===== config.mk =====
export PLATFORM = sky130hd
export DESIGN_NAME = plu_div_stage
export DESIGN_NICKNAME = d
export VERILOG_FILES = /design/src/sv/plu_pkg.sv /design/src/sv/plu_div_stage.sv
export SDC_FILE = /design/constraint.sdc
export NUM_CORES = 1
export LEC_CHECK = 0
export BUFFER_PORTS_ARGS = -buffer_cell sky130_fd_sc_hd__buf_2
export CAP_MARGIN = 20
export CORE_AREA = 2 2 277 279
export DETAILED_ROUTE_END_ITERATION = 6
export DIE_AREA = 0 0 279 281
export PLACE_DENSITY = 0.51
export SKIP_LAST_GASP = 1
export SYNTH_ARGS = -nofsm -noshare
export SYNTH_HDL_FRONTEND = slang
export SYNTH_SLANG_ARGS = --single-unit

===== constraint.sdc =====
create_clock -name clock -period 8.8 [get_ports clock]
set_clock_uncertainty 0.15 [all_clocks]
set_input_delay 0.44 -clock clock [delete_from_list [all_inputs] [get_ports clock]]
set_output_delay 0.44 -clock clock [all_outputs]
set_load 0.03 [all_outputs]

===== src/sv/plu_pkg.sv =====
// Shared types and constants for the Phong lighting unit.
// Used by every module of the block; depends on nothing.
`default_nettype none
package plu_pkg;

   // default parameter values
   localparam int COMPONENT_WIDTH_DEF = 16;
   localparam int EXPONENT_BITS_DEF   = 8;

   // fixed-point formats
   localparam int COLOR_W    = 16;
   localparam int FRAC_Q     = 12;
   localparam int DIST_W     = 24;
   localparam int RGB_W      = 3 * COLOR_W;
   localparam int COEF_W     = 2 * COLOR_W - FRAC_Q;
   localparam int DIF_W      = COEF_W + COLOR_W - FRAC_Q;
   localparam int SUM_W      = DIF_W + 1;
   localparam int DSQ_W      = 2 * DIST_W;
   localparam int QUO_W      = COLOR_W;
   localparam int REM_W      = 64;
   localparam int CSR_IDX_W  = 2;
   localparam int CSR_DATA_W = RGB_W;

   localparam logic [COLOR_W-1:0] SAT_VAL = {COLOR_W{1'b1}};
   localparam logic [COLOR_W-1:0] ONE_VAL = COLOR_W'(1 << FRAC_Q);

   // configuration register indexes
   typedef enum logic [CSR_IDX_W-1:0] {
      CSR_AMBIENT  = 2'd0,
      CSR_DIFFUSE  = 2'd1,
      CSR_SPECULAR = 2'd2,
      CSR_ATTEN    = 2'd3
   } csr_idx_type;

   // per-channel terms carried through the power chain
   typedef struct packed {
      logic [2:0][COEF_W-1:0] amb;
      logic [2:0][DIF_W-1:0]  dif;
      logic [2:0][COEF_W-1:0] spc;
      logic [DSQ_W-1:0]       dsq;
   } shade_type;

   // running power and its base
   typedef struct packed {
      logic [COLOR_W-1:0] p;
      logic [COLOR_W-1:0] d;
   } pow_type;

   // divider state per channel
   typedef struct packed {
      logic [2:0][COEF_W-1:0] amb;
      logic [2:0][REM_W-1:0]  rem;
      logic [2:0][QUO_W-1:0]  quo;
      logic [2:0]             ovf;
      logic [DSQ_W-1:0]       dsq;
      logic                   use_div;
   } div_type;

endpackage
`default_nettype wire


===== src/sv/plu_div_stage.sv =====
// One restoring step of the attenuation divider, one quotient bit per
// channel. Depends on plu_pkg.
`default_nettype none
module plu_div_stage #(
   parameter int STEP = 0
) (
   input  wire logic        clock,
   input  wire logic        reset,
   input  wire logic        en,
   input  wire logic        in_valid,
   input  plu_pkg::div_type in_div,
   output logic             out_valid,
   output plu_pkg::div_type out_div
);

   logic                    valid_ff;
   plu_pkg::div_type        div_ff;
   plu_pkg::div_type        div_in;
   logic [plu_pkg::REM_W-1:0] divisor;

   // trial subtract of the shifted divisor
   always_comb begin
      div_in  = in_div;
      divisor = plu_pkg::REM_W'(in_div.dsq) << STEP;
      for (int i = 0; i < 3; i++) begin
         if (in_div.use_div && in_div.rem[i] >= divisor) begin
            div_in.rem[i]       = in_div.rem[i] - divisor;
            div_in.quo[i][STEP] = 1'b1;
         end
      end
   end

   always_ff @(posedge clock) begin
      if (reset) valid_ff <= 1'b0;
      else if (en) valid_ff <= in_valid;
   end

   always_ff @(posedge clock) begin
      if (en) div_ff <= div_in;
   end

   assign out_valid = valid_ff;
   assign out_div   = div_ff;

endmodule
`default_nettype wire


==> results.yml <==
clock_tree:
  clock_input_transition_at_the_sequential_cells_of_the_worst_setup_and_hold_paths_ns: 0.06
  cts_buffer_depth: 3
  cts_tree: "done"
  cts_made_buffers: 45
  cts_max_level: 2
  clk-insertion-delay-late_ns: 0.57
  cts_num_sinks: 353
  ctsRootBufferMaster: "sky130_fd_sc_hd__clkbuf_16"
cells_and_area:
  finalNetCount: 3545
  post_route_cells_drive_above_1_share_pct: 26.6
  area.growth.synth_to_final_pct: 36.8
synthesis:
  synth_fp_nets: 2669
  synth_area_sq_um: 21900
  postSynth.asyncResetShare_pct: 0
  syn-mean-instance-area_sq_um: 10.1
  yosysTopAreaCellShare_pct: 48.3
  synth_seq_area_share_pct: 48.4
  synth.distinct_cells: 79
  synth_edf_count: 352
  synth_area_leaders: "sky130_fd_sc_hd__edfxtp_1 48%, sky130_fd_sc_hd__ha_1 8.2%, sky130_fd_sc_hd__nand2_1 4.6%"
  flip_flop_cell_with_the_highest_count_after_synthesis: "sky130_fd_sc_hd__edfxtp_1"
  yosysTopAreaCell: "sky130_fd_sc_hd__edfxtp_1"
  yosys_warnings: 0
  synthCells: 2166
  synth.ff_latch_count: 353
timing:
  final_min_period_over_clock_period_pct: 58.1
  rsz0062_at_grt: "no"
  timing_worst_slew_pin_value_ns: 1.00
  setup_violations: 0
  finalSetupTns_ns: 0
  timing.fmax_ghz: 0.196
  final-max-slew-violation-count: 0
  hold_viol: 0
  worst_slew_margin_rel_pct: 32.6
  timing.final.crit_period_ns: 5.11
  timing.hold.ws_ns: 0.0269
min_path:
  min_path_type: "input port to flop"
floorplanning:
  initial_core_util_pct: 29.0
  standard_cell_core_area_sq_um: 75400
  floorplan.die.height_um: 281
  design.die.area_sq_um: 78400
  num_rows: 101
  design.portCount: 709
  fp.dieW_um: 279
grt:
  grt_pass1_vias: 20800
  antenna_found_initial: 17
  grt_first_pass_wirelength_mm: 138
  pin_count_of_the_biggest_net_entering_global_routing: 131
  globalRouteTotalUtil_pct: 23.6
  gr-total-overflow: 0
power:
  power.density_cell_area_nw_per_um2: 188
  leakage_power_figure_nw: 12.6
  maximum_vdd_drop_mv: 0.187
critical_path:
  critPathMaxFanout: 78
  startpoint_type: "input port"
  criticalPathCategory: "input port to flop"
  timing.critical_path.required_ns: 8.97
  cp.arrival_ns: 5.28
  cp-end-kind: "flop"
routing:
  drtIter0Drc: 1418
  drt-wirelength-per-cell_um: 23.8
  via_density_per_instance: 5.10
  vias: 20700
  ant_nets: 0
  detail_route.drc_violations: 0
  dr.pass1.iters: 5
  wirelength_mm: 96.6
place:
  gpl.final_weighted_congestion: 0.926
  place.port_buffers: 708
  dp.final_hpwl_mm: 79.0
flow_run:
  max_cap_violations: 0
run_status:
  run_status: "finished, final reports clean"
==> registers in the layout, summed over array words and instances, names as in the netlist <==
signal	flops
out_div	352
out_valid	1
==> critical path, stage by stage <==
cell and delay (ns):
sky130_fd_sc_hd__dlygate4sd3_1 0.53, sky130_fd_sc_hd__buf_2 0.13, sky130_fd_sc_hd__inv_1 0.24, sky130_fd_sc_hd__ha_1 0.37, sky130_fd_sc_hd__a2111oi_0 0.45, sky130_fd_sc_hd__o21ai_0 0.16, sky130_fd_sc_hd__o21ai_0 0.12, sky130_fd_sc_hd__o21ai_1 0.25
sky130_fd_sc_hd__a21oi_1 0.41, sky130_fd_sc_hd__nand3b_1 0.34, sky130_fd_sc_hd__o211ai_4 0.60, sky130_fd_sc_hd__buf_4 0.67, sky130_fd_sc_hd__or2_2 0.29, sky130_fd_sc_hd__a2111oi_4 0.07, sky130_fd_sc_hd__xor2_1 0.16
==> power breakdown <==
part           switching, mW  total (mW)  internal (mW)
logic                   1.09        1.62          0.537
registers             0.0568        2.11           2.05
clock network          0.792        1.89           1.10
total                   1.93        5.62           3.69
==> cells in the final DEF, fill, tap and decap left out, types with 56 or more instances in the layout <==
cell type and n:
sky130_fd_sc_hd__buf_2 707, sky130_fd_sc_hd__edfxtp_1 352, sky130_fd_sc_hd__nand2_1 266, sky130_fd_sc_hd__dlygate4sd3_1 209, sky130_fd_sc_hd__o21ai_0 179, sky130_fd_sc_hd__a21oi_1 174, sky130_fd_sc_hd__ha_1 144, sky130_fd_sc_hd__nor2_1 103
sky130_fd_sc_hd__xor2_1 94, sky130_fd_sc_hd__xnor2_1 86, sky130_fd_sc_hd__inv_1 83, sky130_fd_sc_hd__a21o_1 72, sky130_fd_sc_hd__nor3_1 56
==> per-stage QoR <==
step	power (mW)	cells	utilization [%]	cell area, sq um	setup slack [ns]
3_3_place_gp	3.69	3764	34.9	26400	3.84
4_1_cts	5.69	4055	39.7	29900	3.74
3_5_place_dp	3.69	3764	34.9	26400	3.65
2_1_floorplan	3.10	2166	-	21900	5.27
6_report	5.62	4062	39.7	30000	3.69
5_1_grt	5.88	4056	39.7	29900	3.31
==> layout make-up <==
cell class              count  area, sq um
flip-flops and latches    353        10600
well taps                 978         1220
inverters                  83          312
multi-input cells        1635        10600
clock inverters            29          328
fillers                  7509        45500
diodes                      7         17.5
clock buffers              53         1160
repair buffers            924         5710
==> cells in the mapped netlist (22+ instances only) <==
master and instances:
sky130_fd_sc_hd__a21o_1 72, sky130_fd_sc_hd__a21oi_1 174, sky130_fd_sc_hd__clkbuf_1 75, sky130_fd_sc_hd__edfxtp_1 352, sky130_fd_sc_hd__ha_1 144, sky130_fd_sc_hd__inv_1 83, sky130_fd_sc_hd__nand2_1 266, sky130_fd_sc_hd__nand3_1 36
sky130_fd_sc_hd__nand4_1 52, sky130_fd_sc_hd__nor2_1 103, sky130_fd_sc_hd__nor3_1 56, sky130_fd_sc_hd__nor4_1 22, sky130_fd_sc_hd__o21ai_0 179, sky130_fd_sc_hd__o21ai_1 56, sky130_fd_sc_hd__o21bai_1 28, sky130_fd_sc_hd__xnor2_1 86
sky130_fd_sc_hd__xor2_1 94
==> routing by layer <==
metal	GRT usage (%)	vias up	share of wire, %
li1	-	9820	-
met1	28.2	9971	41
met2	42.3	790	50
met3	5.69	131	7.0
met4	6.38	14	2.6
met5	0	-	0.089
==> cell families after synthesis <==
kind of cell | share of synthesized area, %
AND/OR/NAND/NOR | 14.3
AO/OA/AOI/OAI | 18.0
flip-flops | 48.4
XOR/XNOR | 7.20
buffers and inverters | 3.21
adder cells (fa/ha/maj) | 8.51
multiplexers | 0.406
==> timing repair <==
| item | in CTS | in global routing |
|---|---|---|
| buffers inserted | 0 | 0 |
| gates resized for setup | 0 | 0 |
| endpoints found under the hold margin | 208 | 0 |
| hold buffers | 209 | 0 |
==> path summary, 6_finish.rpt <==
kind / depth (start not counted) / slack (ns) / from / endpoint
setup reg to reg: 3 / 7.52 / out_valid$_SDFFE_PP0P_ / out_valid$_SDFFE_PP0P_
hold reg to reg: 3 / 0.88 / out_valid$_SDFFE_PP0P_ / out_valid$_SDFFE_PP0P_
hold / removal: 3 / 0.03 / in_div[178] / out_div[178]$_DFFE_PP_
setup / recovery: 15 / 3.69 / in_div[10] / out_div[287]$_DFFE_PP_
(Power assumes the default switching activity.)
