### src/sv/plu_pkg.sv
// Shared types and constants for the Phong lighting unit.
// Used by every module of the block; depends on nothing.
`default_nettype none
package plu_pkg;

   // default parameter values
   localparam int COMPONENT_WIDTH_DEF = 16;
   localparam int EXPONENT_BITS_DEF   = 8;

   // fixed-point formats
   localparam int COLOR_W    = 16;
   localparam int FRAC_Q     = 12;
   localparam int DIST_W     = 24;
   localparam int RGB_W      = 3 * COLOR_W;
   localparam int COEF_W     = 2 * COLOR_W - FRAC_Q;
   localparam int DIF_W      = COEF_W + COLOR_W - FRAC_Q;
   localparam int SUM_W      = DIF_W + 1;
   localparam int DSQ_W      = 2 * DIST_W;
   localparam int QUO_W      = COLOR_W;
   localparam int REM_W      = 64;
   localparam int CSR_IDX_W  = 2;
   localparam int CSR_DATA_W = RGB_W;

   localparam logic [COLOR_W-1:0] SAT_VAL = {COLOR_W{1'b1}};
   localparam logic [COLOR_W-1:0] ONE_VAL = COLOR_W'(1 << FRAC_Q);

   // configuration register indexes
   typedef enum logic [CSR_IDX_W-1:0] {
      CSR_AMBIENT  = 2'd0,
      CSR_DIFFUSE  = 2'd1,
      CSR_SPECULAR = 2'd2,
      CSR_ATTEN    = 2'd3
   } csr_idx_type;

   // per-channel terms carried through the power chain
   typedef struct packed {
      logic [2:0][COEF_W-1:0] amb;
      logic [2:0][DIF_W-1:0]  dif;
      logic [2:0][COEF_W-1:0] spc;
      logic [DSQ_W-1:0]       dsq;
   } shade_type;

   // running power and its base
   typedef struct packed {
      logic [COLOR_W-1:0] p;
      logic [COLOR_W-1:0] d;
   } pow_type;

   // divider state per channel
   typedef struct packed {
      logic [2:0][COEF_W-1:0] amb;
      logic [2:0][REM_W-1:0]  rem;
      logic [2:0][QUO_W-1:0]  quo;
      logic [2:0]             ovf;
      logic [DSQ_W-1:0]       dsq;
      logic                   use_div;
   } div_type;

endpackage
`default_nettype wire

### src/sv/plu_pow_stage.sv
// One step of the specular power chain: p = min((p*d) >> 12, 0xFFFF) when
// the step number is below the exponent. Depends on plu_pkg.
`default_nettype none
module plu_pow_stage #(
   parameter int EXPONENT_BITS = plu_pkg::EXPONENT_BITS_DEF,
   parameter int STEP          = 0
) (
   input  wire logic                     clock,
   input  wire logic                     reset,
   input  wire logic                     en,
   input  wire logic                     in_valid,
   input  wire logic [EXPONENT_BITS-1:0] in_expo,
   input  plu_pkg::pow_type              in_pow,
   input  plu_pkg::shade_type            in_shade,
   output logic                          out_valid,
   output logic [EXPONENT_BITS-1:0]      out_expo,
   output plu_pkg::pow_type              out_pow,
   output plu_pkg::shade_type            out_shade
);

   localparam int PW = 2 * plu_pkg::COLOR_W;

   logic                      valid_ff;
   logic [EXPONENT_BITS-1:0]  expo_ff;
   plu_pkg::pow_type          pow_ff;
   plu_pkg::shade_type        shade_ff;
   logic [PW-1:0]             prod;
   logic [plu_pkg::COLOR_W-1:0] p_in;

   // one multiply and saturate
   always_comb begin
      prod = PW'(in_pow.p) * PW'(in_pow.d);
      if (in_expo > EXPONENT_BITS'(STEP)) begin
         if (|prod[PW-1:plu_pkg::FRAC_Q+plu_pkg::COLOR_W]) p_in = plu_pkg::SAT_VAL;
         else p_in = prod[plu_pkg::FRAC_Q+plu_pkg::COLOR_W-1:plu_pkg::FRAC_Q];
      end else begin
         p_in = in_pow.p;
      end
   end

   always_ff @(posedge clock) begin
      if (reset) valid_ff <= 1'b0;
      else if (en) valid_ff <= in_valid;
   end

   always_ff @(posedge clock) begin
      if (en) begin
         expo_ff   <= in_expo;
         pow_ff.p  <= p_in;
         pow_ff.d  <= in_pow.d;
         shade_ff  <= in_shade;
      end
   end

   assign out_valid = valid_ff;
   assign out_expo  = expo_ff;
   assign out_pow   = pow_ff;
   assign out_shade = shade_ff;

endmodule
`default_nettype wire

### config.mk
export PLATFORM = sky130hd
export DESIGN_NAME = plu_pow_stage
export DESIGN_NICKNAME = d
export VERILOG_FILES = /design/src/sv/plu_pkg.sv /design/src/sv/plu_pow_stage.sv
export SDC_FILE = /design/constraint.sdc
export NUM_CORES = 1
export LEC_CHECK = 0
export ABC_AREA = 1
export BUFFER_PORTS_ARGS = -buffer_cell sky130_fd_sc_hd__buf_4
export CAP_MARGIN = 0
export CORE_AREA = 5 5 252 254
export CTS_CLUSTER_DIAMETER = 50
export DETAILED_ROUTE_END_ITERATION = 8
export DIE_AREA = 0 0 257 259
export SLEW_MARGIN = 10
export SYNTH_ARGS = -nofsm -noshare
export SYNTH_HDL_FRONTEND = slang
export SYNTH_SLANG_ARGS = --single-unit
### constraint.sdc
create_clock -name clock -period 9.2 [get_ports clock]
set_input_delay 1.84 -clock clock [delete_from_list [all_inputs] [get_ports clock]]
set_output_delay 1.84 -clock clock [all_outputs]
set_load 0.01 [all_outputs]
==> impl_metrics.py, run 1 <==
metrics = {
    "run_status": {
        "outcome": "complete, no violations",
    },
    "global_route": {
        "grt_first_pass_wirelength_um": 108000,
        "grt_max_degree": 82,
        "overflow": 0,
        "grt_util_all_layers": 0.227,
        "antenna_found_initial": 29,
        "grt_pass1_vias": 14699,
    },
    "worst_setup_path": {
        "r2r-end": "out_valid$_SDFFE_PP0P_",
        "crit_family": "adder cells",
        "slowest_stage": "fa_1",
        "path_buf_inv": 8,
        "critPathCaptureType": "flop",
        "crit_arrival_ps": 7460,
        "cpMostUsedCell": "nand2_1",
        "crit_required_ps": 9510,
        "cp_max_fo": 17,
        "critPathKind": "primary input to flop",
        "slowest_delay_ps": 550,
        "r2r_start": "out_valid$_SDFFE_PP0P_",
        "critPathCapture": "out_pow[17]$_DFFE_PP_",
        "cp-start-kind": "primary input",
        "crit_path_start": "in_pow[23]",
        "path_depth": 28,
        "reg2reg_depth": 2,
        "rrSetupSlack_ps": 8610,
    },
    "sta": {
        "finalSetupTns_ps": 0,
        "skew_ps": 0,
        "period_share": 0.777,
        "max_freq_mhz": 140,
        "rsz0062_at_grt": "no",
        "final.min_clock_period_ps": 7150,
        "hold_viol_final": 0,
        "setup_viol": 0,
        "worst_slew_pin_slew_ps": 955,
        "final_max_slew_viol_count": 0,
        "timing.final.ws_setup_ps": 2050,
        "slew_headroom": 0.363,
    },
    "floorplan": {
        "die_w_um": 257,
        "core_um2": 61000,
        "die_h_um": 259,
        "num_rows": 91,
        "io_pins": 565,
        "die-area_um2": 66600,
        "initial_utilization": 0.296,
    },
    "place": {
        "dp_hpwl_um": 64300,
        "dp.cells": 2975,
        "place_ws_ps": 1520,
        "gp_congestion": 0.948,
        "io_buffers": 564,
    },
    "yosys": {
        "syn_area_per_cell_um2": 10.8,
        "synthFlopType": "edfxtp_1",
        "synth-seq-cells": 281,
        "synth_area_leaders": "edfxtp_1, fa_1, nand2_1",
        "synth_top_area_share": 0.465,
        "synthArstFlopShare": 0,
        "yosysMostFrequentCell": "nand2_1",
        "synth_top_area_cell": "edfxtp_1",
        "yosysWarnings": 0,
        "yosysUniqueCellTypes": 35,
        "ys_seq_area_frac": 0.466,
        "syn-instance-count": 1682,
        "syn_nets": 2260,
        "synth_edf_count": 280,
        "syn_area_um2": 18100,
        "synth_commonest_cells": "nand2_1, inv_1, edfxtp_1",
    },
    "power": {
        "p_per_area_nw_per_um2": 364,
        "p_leak_nw": 12.3,
        "fin_total_pwr_mw": 8.92,
        "ir_drop_mv": 0.422,
    },
    "cts": {
        "clockRootBuffer": "clkbuf_16",
        "cts_buffers": 43,
        "cts.repair.resized": 0,
        "cts_max_path_buffers": 3,
        "ctsHoldBuffers": 0,
        "cts_max_level": 2,
        "cts_tree": "built",
        "path_clk_slew_ps": 50,
        "cts_setup_buffers": 0,
        "clkSinkCount": 281,
        "clk-insertion-delay-late_ps": 580,
    },
    "final_layout": {
        "stdcell_count": 3064,
        "multi_input_area_um2": 7830,
        "finish.utilization": 0.402,
        "regArea_um2": 8430,
        "final.fill_count": 5936,
        "nets": 2808,
        "syn_to_final_growth_pct": 35.7,
        "drive_above_1_share": 0.306,
    },
    "min_path": {
        "min-delay-start": "out_valid$_SDFFE_PP0P_",
        "holdCritPathClass": "flop to flop",
    },
    "detailed_routing": {
        "drtAntennaViolNets": 0,
        "met1_length_um": 29200,
        "totalWireLength_um": 77700,
        "dr_wl_met3_um": 7800,
        "vias": 13992,
        "dr.pass1.iters": 6,
        "wl_per_cell_um": 25.4,
        "drt-initial-drc-count": 981,
        "routed.top_layer": "met5",
        "vias_per_cell": 4.57,
        "wl_met2_um": 37200,
        "drcViolationCount": 0,
    },
    "job": {
        "drv_cap": 0,
    },
}
==> worst min-delay path by stage <==
stage	endpoint	cells after the start	slack, ps
after floorplan	out_valid$_SDFFE_PP0P_	2	530
after global placement	out_valid$_SDFFE_PP0P_	2	480
after detailed placement	out_valid$_SDFFE_PP0P_	2	510
after CTS	out_valid$_SDFFE_PP0P_	2	520
after global routing	out_valid$_SDFFE_PP0P_	2	560
final	out_valid$_SDFFE_PP0P_	2	520
==> sequential cells by signal, indices dropped and copies added (netlist names) <==
register	cells
out_shade	240
out_pow	32
out_expo	8
out_valid	1
==> cell usage in the layout, fill, tap and decap left out, types with 3 or more instances in the layout <==
cell type,instances
a21oi_1,24
buf_4,566
bufinv_16,4
clkbuf_1,6
clkbuf_16,43
clkinv_1,6
clkinv_2,6
clkinvlp_4,5
diode_2,11
edfxtp_1,280
fa_1,193
ha_1,101
inv_1,403
inv_2,17
inv_6,4
nand2_1,430
nand2_2,18
nand2_4,3
nand3_1,25
nand3_2,3
nand3b_1,3
nor2_1,56
nor3_1,8
nor4_1,5
o21ai_0,3
o21bai_1,5
or2_2,13
xnor2_1,3
xor2_1,10
==> where the power goes <==
part | switching, mW | leakage, nW | internal, mW
Clock | 0.662 | 0.682 | 0.986
Sequential | 0.0740 | 2.75 | 1.60
Combinational | 3.62 | 8.88 | 1.98
==> logic make-up (layout without fill, tap and decap cells) <==
group | after synthesis | in the layout | synth area share
adders and majority gates | 294 | 294 | 0.283
and+or+nand+nor | 570 | 570 | 0.130
buffers and inverters | 484 | 1065 | 0.101
AOI/OAI and AO/OA | 39 | 39 | 0.0122
muxes | 1 | 1 | 0.000553
DFF | 281 | 281 | 0.466
xor gates and xnor gates | 13 | 13 | 0.00629
other | 0 | 11 | 0
==> metal layers <==
layer  global-route usage  up-vias
li1                     -     6208
met1                0.264     7034
met2                0.381      578
met3               0.0942      142
met4               0.0777       30
met5                    0        -
==> worst reg2reg max path, stage by stage (launching register included) <==
cell and delay [ps]:
dfxtp_1 310, mux2i_1 120, nor2_1 60
==> layout make-up <==
type | count | area share
tap | 790 | 0.0403
multi-input combinational | 917 | 0.319
inverter | 420 | 0.0642
clock inverter | 29 | 0.0133
antenna | 11 | 0.00112
clock buffer | 49 | 0.0448
sequential | 281 | 0.343
timing repair buffer | 567 | 0.174
==> per-stage QoR <==
step | area (um2) | hold WS [ps]
2_1_floorplan | 18100 | 528
3_3_place_gp | 23100 | 481
3_5_place_dp | 23100 | 509
4_1_cts | 24500 | 522
5_1_grt | 24500 | 559
6_report | 24500 | 520
Power figures use the tool's default switching activity.
==> run 2, diff against run 1 <==
ABC_AREA = 0   (was 1)
CORE_AREA = 5 5 245 247   (was 5 5 252 254)
DIE_AREA = 0 0 250 252   (was 0 0 257 259)
clock period = 6.7 ns   (was 9.2 ns; I/O delays follow)
==> run 2 against run 1 <==
  * Critical path type unchanged
  * Worst hold slack lost 22 ps
  * Flip-flop and latch count is the same
  * The run now ends with negative setup slack left
  * Combinational power grew 71%
  * Register-to-register slack lost 2500 ps
  * Clock-buffer cell count shrank 2
  * Synthesized cell count shrank 23%
  * Non-clock buffer count grew 145
  * Final cell count shrank 8.5%
==> impl_metrics.py, run 2 <==
metrics = {
    "run_status": {
        "outcome": "complete, but fails checks",
        "violations": "negative setup slack",
    },
    "yosys": {
        "synth_compound_area_frac": 0.0393,
        "syn_area_per_cell_um2": 13.2,
        "ys_seq_area_frac": 0.493,
        "syn_nets": 1876,
        "syn-instance-count": 1298,
        "synth_edf_count": 280,
        "synth-seq-cells": 281,
        "synthMuxAreaShare": 0.00205,
        "synthFlopType": "edfxtp_1",
        "synth_commonest_cells": "edfxtp_1, inv_1, fa_1",
        "synth_xor_area_frac": 0.0108,
        "synth_area_leaders": "edfxtp_1, fa_1, ha_1",
        "yosysMostFrequentCell": "edfxtp_1",
        "yosysUniqueCellTypes": 44,
        "synthArstFlopShare": 0,
        "synth_top_area_cell": "edfxtp_1",
        "synth_top_family_by_area": "adder cells",
        "syn_area_um2": 17100,
        "synth-simple-area-share": 0.0971,
        "synth_top_area_share": 0.492,
        "synthAdderAreaFrac": 0.300,
        "yosysWarnings": 0,
    },
    "worst_setup_path": {
        "crit_arrival_ps": 7070,
        "reg2reg_depth": 2,
        "r2r_start": "out_valid$_SDFFE_PP0P_",
        "critPathCaptureType": "flop",
        "cp-start-kind": "primary input",
        "crit_required_ps": 6990,
        "rrSetupSlack_ps": 6120,
        "cp_max_fo": 8,
        "r2r-end": "out_valid$_SDFFE_PP0P_",
        "critPathKind": "primary input to flop",
    },
    "floorplan": {
        "core_um2": 57400,
        "initial_utilization": 0.298,
        "io_pins": 565,
        "die-area_um2": 63000,
        "die_h_um": 252,
        "num_rows": 88,
        "die_w_um": 250,
    },
    "power": {
        "p_per_area_nw_per_um2": 556,
        "fin_total_pwr_mw": 13.8,
        "ir_drop_mv": 0.789,
        "p_leak_nw": 11.3,
    },
    "detailed_routing": {
        "vias": 12574,
        "dr.pass1.iters": 5,
        "drcViolationCount": 0,
        "wl_per_cell_um": 21.9,
        "drt-initial-drc-count": 616,
        "vias_per_cell": 4.48,
        "totalWireLength_um": 61500,
        "drtAntennaViolNets": 0,
    },
    "final_layout": {
        "largest_register_ff_count": 240,
        "finish.utilization": 0.433,
        "final_common_cell": "buf_4",
        "final_cell_mix": "buf_4, edfxtp_1, inv_1",
        "syn_to_final_growth_pct": 45.4,
        "drive_above_1_share": 0.403,
        "nets": 2587,
        "stdcell_count": 2804,
    },
    "cts": {
        "clockRootBuffer": "clkbuf_16",
        "path_clk_slew_ps": 50,
        "cts_buffers": 39,
        "cts_max_level": 2,
        "cts_max_path_buffers": 3,
        "clkSinkCount": 281,
        "cts_tree": "built",
        "clk-insertion-delay-late_ps": 560,
        "ctsHoldBuffers": 0,
    },
    "global_route": {
        "grt_max_degree": 125,
        "grt_util_all_layers": 0.188,
        "grt_first_pass_wirelength_um": 88300,
        "antenna_found_initial": 10,
        "overflow": 0,
        "grt_pass1_vias": 13560,
    },
    "sta": {
        "period_share": 1.01,
        "final.min_clock_period_ps": 6790,
        "whs_ps": 498,
        "worst_slew_pin_slew_ps": 877,
        "max_freq_mhz": 147,
        "rsz0062_at_grt": "yes",
        "hold_viol_final": 0,
        "skew_ps": 0,
        "slew_headroom": 0.415,
        "setup_viol": 16,
        "final_max_slew_viol_count": 0,
        "timing.final.ws_setup_ps": -85.8,
    },
    "place": {
        "dp.cells": 2728,
        "gp_congestion": 0.905,
        "dp_hpwl_um": 50600,
        "io_buffers": 564,
    },
    "min_path": {
        "hold_path_depth": 2,
        "min-delay-start": "out_valid$_SDFFE_PP0P_",
        "holdCritPathClass": "flop to flop",
        "holdPathEnd": "out_valid$_SDFFE_PP0P_",
    },
    "job": {
        "drv_cap": 0,
    },
}
==> run 2: cell count changes in the layout (fill, tap and decap cells not counted), moves of 14 or more <==
cell | previous run | this run
nand2_2 | 18 | 3
nand2_1 | 430 | 156
nand3_1 | 25 | 4
inv_2 | 17 | 3
inv_1 | 403 | 213
nor2_1 | 56 | 19
buf_4 | 566 | 694
and2_1 | 1 | 118
o22a_1 | 0 | 16
==> run 2: how the worst max path moves through the flow <==
stage | endpoint | slack [ps] | start | cells after the start
6_report | out_pow[19]$_DFFE_PP_ | -90 | in_pow[20] | 22
5_1_grt | out_pow[21]$_DFFE_PP_ | -220 | in_pow[21] | 21
4_1_cts | out_pow[25]$_DFFE_PP_ | -3 | in_pow[20] | 22
3_5_place_dp | out_pow[25]$_DFFE_PP_ | -800 | in_pow[23] | 24
3_3_place_gp | out_pow[22]$_DFFE_PP_ | -740 | in_pow[10] | 22
2_1_floorplan | out_pow[23]$_DFFE_PP_ | -460 | in_pow[10] | 23
==> run 2: per-layer routing <==
| metal | routed length [um] | global-route usage | share of wire | up-vias |
|---|---|---|---|---|
| met3 | 5870 | 0.0759 | 0.096 | 104 |
| met1 | 23100 | 0.218 | 0.38 | 6323 |
| met5 | 54 | 0 | 0.00088 | - |
| li1 | - | - | - | 5693 |
| met4 | 2050 | 0.0594 | 0.033 | 8 |
| met2 | 30400 | 0.321 | 0.49 | 446 |
==> run 2: kinds of logic after synthesis <==
logic type / count (synthesis)
adders and majority gates: 294
AOI/OAI and AO/OA: 103
DFF: 281
muxes: 3
buffers and inverters: 258
and+or+nand+nor: 338
xor gates and xnor gates: 21
==> run 2: what timing repair did <==
item | in CTS | in global routing
buffers inserted | 0 | 4
pin swaps | 6 | 7
cloned | 0 | 1
setup endpoints to repair | 16 | 16
gates resized for setup | 29 | 38
==> run 2: worst max-delay path, cell delays in order <==
cell and delay (ps):
buf_4 180, and2_1 170, fa_1 510, inv_1 60, fa_1 520, inv_1 50
fa_2 530, fa_2 470, fa_1 510, inv_1 50, fa_1 350, inv_1 100
ha_4 220, a211o_1 300, a21o_1 190, nor2_1 100, o31ai_1 90, a41o_1 250
mux2_4 310, a2111o_1 430, buf_6 180, o22a_1 170
==> run 2: through the flow <==
step                setup TNS, ps  area [um2]  worst slack, ps
floorplan                   -6520       17200             -465
global placement           -11740       23300             -743
detailed placement         -12560       23300             -805
CTS                         -2.76       24600            -2.76
global route                -3190       24800             -222
finish                      -1030       24800            -85.8
==> run 2: cell type report <==
cell class                 count  area (um2)
clock inverter                19         223
fill                        5397       32500
tap                          765         957
multi-input combinational    759        7960
clock buffer                  47        1010
sequential                   281        8430
inverter                     216         811
timing repair buffer         712        5450
antenna                        5        12.5
==> run 2: power by group <==
| group | leakage, nW | switching (mW) | internal [mW] |
|---|---|---|---|
| Sequential | 2.75 | 0.0633 | 2.22 |
| Clock | 0.596 | 0.821 | 1.17 |
| Combinational | 7.93 | 4.72 | 4.82 |
==> run 3, diff against run 2 <==
CTS_BUF_LIST = sky130_fd_sc_hd__clkbuf_8   (was not set)
SKIP_CTS_REPAIR_TIMING = 1   (was not set)
==> run 3 against run 2 <==
  * The run still ends with negative setup slack left
  * Register-to-register slack hardly changed
  * Sequential power hardly changed
  * Flip-flop and latch count stayed put
  * Worst hold slack better by 1.4 ps
  * Final cell count is 0.93% higher
  * Critical path depth decreased by 1
  * Die area is the same
  * Clock power down 12%
  * Maximum frequency rose by 0.37%
  * Combinational power about the same
  * Final area is 0.56% lower
  * Non-clock buffer count rose by 1
  * Critical path type unchanged
  * Largest cell class unchanged
  * Largest power group unchanged
==> impl_metrics.py, run 3 (synthesized netlist as in run 2, its figures left out) <==
metrics = {
    "run_status": {
        "outcome": "complete, but fails checks",
        "violations": "negative setup slack",
    },
    "sta": {
        "final_max_slew_viol_count": 0,
        "skew_ps": 0,
        "timing.final.ws_setup_ps": -60.6,
        "final.min_clock_period_ps": 6760,
        "hold_viol_final": 0,
        "slew_headroom": 0.416,
        "rsz0062_at_grt": "yes",
        "finalSetupTns_ps": -536,
        "max_freq_mhz": 148,
        "setup_viol": 15,
        "period_share": 1.01,
        "worst_slew_pin_slew_ps": 875,
    },
    "worst_setup_path": {
        "cp-start-kind": "primary input",
        "reg2reg_depth": 2,
        "slowest_stage": "fa_2",
        "critPathKind": "primary input to flop",
        "critPathCaptureType": "flop",
        "cpMostUsedCell": "fa_1",
        "cp_max_fo": 8,
        "slowest_delay_ps": 630,
        "crit_required_ps": 7070,
        "rrSetupSlack_ps": 6120,
        "crit_arrival_ps": 7130,
        "r2r_start": "out_valid$_SDFFE_PP0P_",
        "r2r-end": "out_valid$_SDFFE_PP0P_",
        "crit_chain": "buf_12 -> buf_6 -> and2_4 -> fa_1 -> fa_1 -> fa_2 -> fa_1 -> fa_1 -> inv_1 -> fa_1 -> inv_2 -> ha_4 -> o21a_1 -> a21o_1 -> nor2_1 -> o31ai_1 -> a41o_1 -> mux2_4 -> a2111o_1 -> buf_4 -> o22a_1",
    },
    "final_layout": {
        "final_common_cell": "buf_4",
        "stdcell_count": 2830,
        "largest_register_ff_count": 240,
        "syn_to_final_growth_pct": 44.6,
        "final_cell_mix": "buf_4, edfxtp_1, inv_1",
        "drive_above_1_share": 0.406,
        "design_area_um2": 24700,
        "nets": 2600,
    },
    "global_route": {
        "grt_pass1_vias": 13702,
        "antenna_found_initial": 12,
        "grt_max_degree": 125,
        "overflow": 0,
        "grt_first_pass_wirelength_um": 88600,
        "grt_util_all_layers": 0.188,
    },
    "detailed_routing": {
        "dr.pass1.iters": 5,
        "drcViolationCount": 0,
        "drt-initial-drc-count": 652,
        "totalWireLength_um": 61700,
        "vias_per_cell": 4.48,
        "wl_per_cell_um": 21.8,
        "vias": 12668,
        "drtAntennaViolNets": 0,
    },
    "place": {
        "dp_hpwl_um": 50600,
        "dp.cells": 2728,
        "gp_congestion": 0.905,
        "postPlaceCellArea_um2": 23300,
        "place_ws_ps": -805,
        "io_buffers": 564,
    },
    "cts": {
        "path_clk_slew_ps": 60,
        "clkSinkCount": 281,
        "clockRootBuffer": "clkbuf_8",
        "cts_max_level": 2,
        "cts_max_path_buffers": 3,
        "cts_buffers": 51,
        "clk-insertion-delay-late_ps": 610,
        "cts_tree": "built",
    },
    "floorplan": {
        "die_w_um": 250,
        "die-area_um2": 63000,
        "num_rows": 88,
        "die_h_um": 252,
        "io_pins": 565,
        "core_um2": 57400,
        "initial_utilization": 0.298,
    },
    "power": {
        "p_per_area_nw_per_um2": 550,
        "p_leak_nw": 11.3,
        "ir_drop_mv": 0.778,
    },
    "min_path": {
        "holdCritPathClass": "flop to flop",
        "holdPathEnd": "out_valid$_SDFFE_PP0P_",
        "min-delay-start": "out_valid$_SDFFE_PP0P_",
        "hold_path_depth": 2,
    },
    "job": {
        "drv_cap": 0,
    },
}
-- run 3: changes by cell type in the layout (fill, tap and decap cells not counted), sizes merged --
cell      change
clkbuf        +4
buf           +1
clkinv        +6
inv           +7
clkinvlp      +2
diode         +1
bufinv        +5
-- run 3: worst max path at each step --
| stage | start | to | slack [ps] | depth (start not counted) |
|---|---|---|---|---|
| floorplan | in_pow[10] | out_pow[23]$_DFFE_PP_ | -460 | 23 |
| global placement | in_pow[10] | out_pow[22]$_DFFE_PP_ | -740 | 22 |
| detailed placement | in_pow[23] | out_pow[25]$_DFFE_PP_ | -800 | 24 |
| CTS | in_pow[23] | out_pow[25]$_DFFE_PP_ | -140 | 23 |
| global route | in_pow[21] | out_pow[26]$_DFFE_PP_ | -190 | 21 |
| finish | in_pow[21] | out_pow[26]$_DFFE_PP_ | -60 | 21 |
-- run 3: where the power goes --
group / leakage (nW) / internal (mW) / switching (mW)
clock network: 0.589 / 0.991 / 0.772
logic: 7.93 / 4.83 / 4.71
registers: 2.75 / 2.22 / 0.0634
total: 11.3 / 8.04 / 5.55
-- run 3: final cells by class --
class                      instances  area [um2]
antenna                            6        15.0
clock buffer                      51         702
clock inverter                    39         377
fill                            5453       32700
inverter                         216         811
multi-input combinational        759        7970
sequential                       281        8430
tap                              765         957
timing repair buffer             713        5450
-- run 3: metrics by stage --
step / util / power (mW) / hold WS (ps)
finish: 0.431 / 13.6 / 499
global route: 0.431 / 14.7 / 551
CTS: 0.424 / 12.7 / 505
detailed placement: 0.405 / 10.8 / 488
global placement: 0.405 / 10.8 / 482
floorplan: - / 7.32 / 528
-- run 3: metal layers --
layer,up-vias,wire length (um),share of wire,global-route usage
met5,-,54,0.00088,0
li1,5722,-,-,-
met2,457,30300,0.49,0.317
met3,116,5680,0.092,0.0734
met1,6365,23400,0.38,0.218
met4,8,2280,0.037,0.0692
-- run 3: critical path: cells and delay by family --
kind	cells	cell delay, ps
multiplexers	1	310
adder cells (fa/ha/maj)	7	3370
AO/OA/AOI/OAI	6	1380
buffers and inverters	5	540
AND/OR/NAND/NOR	2	200
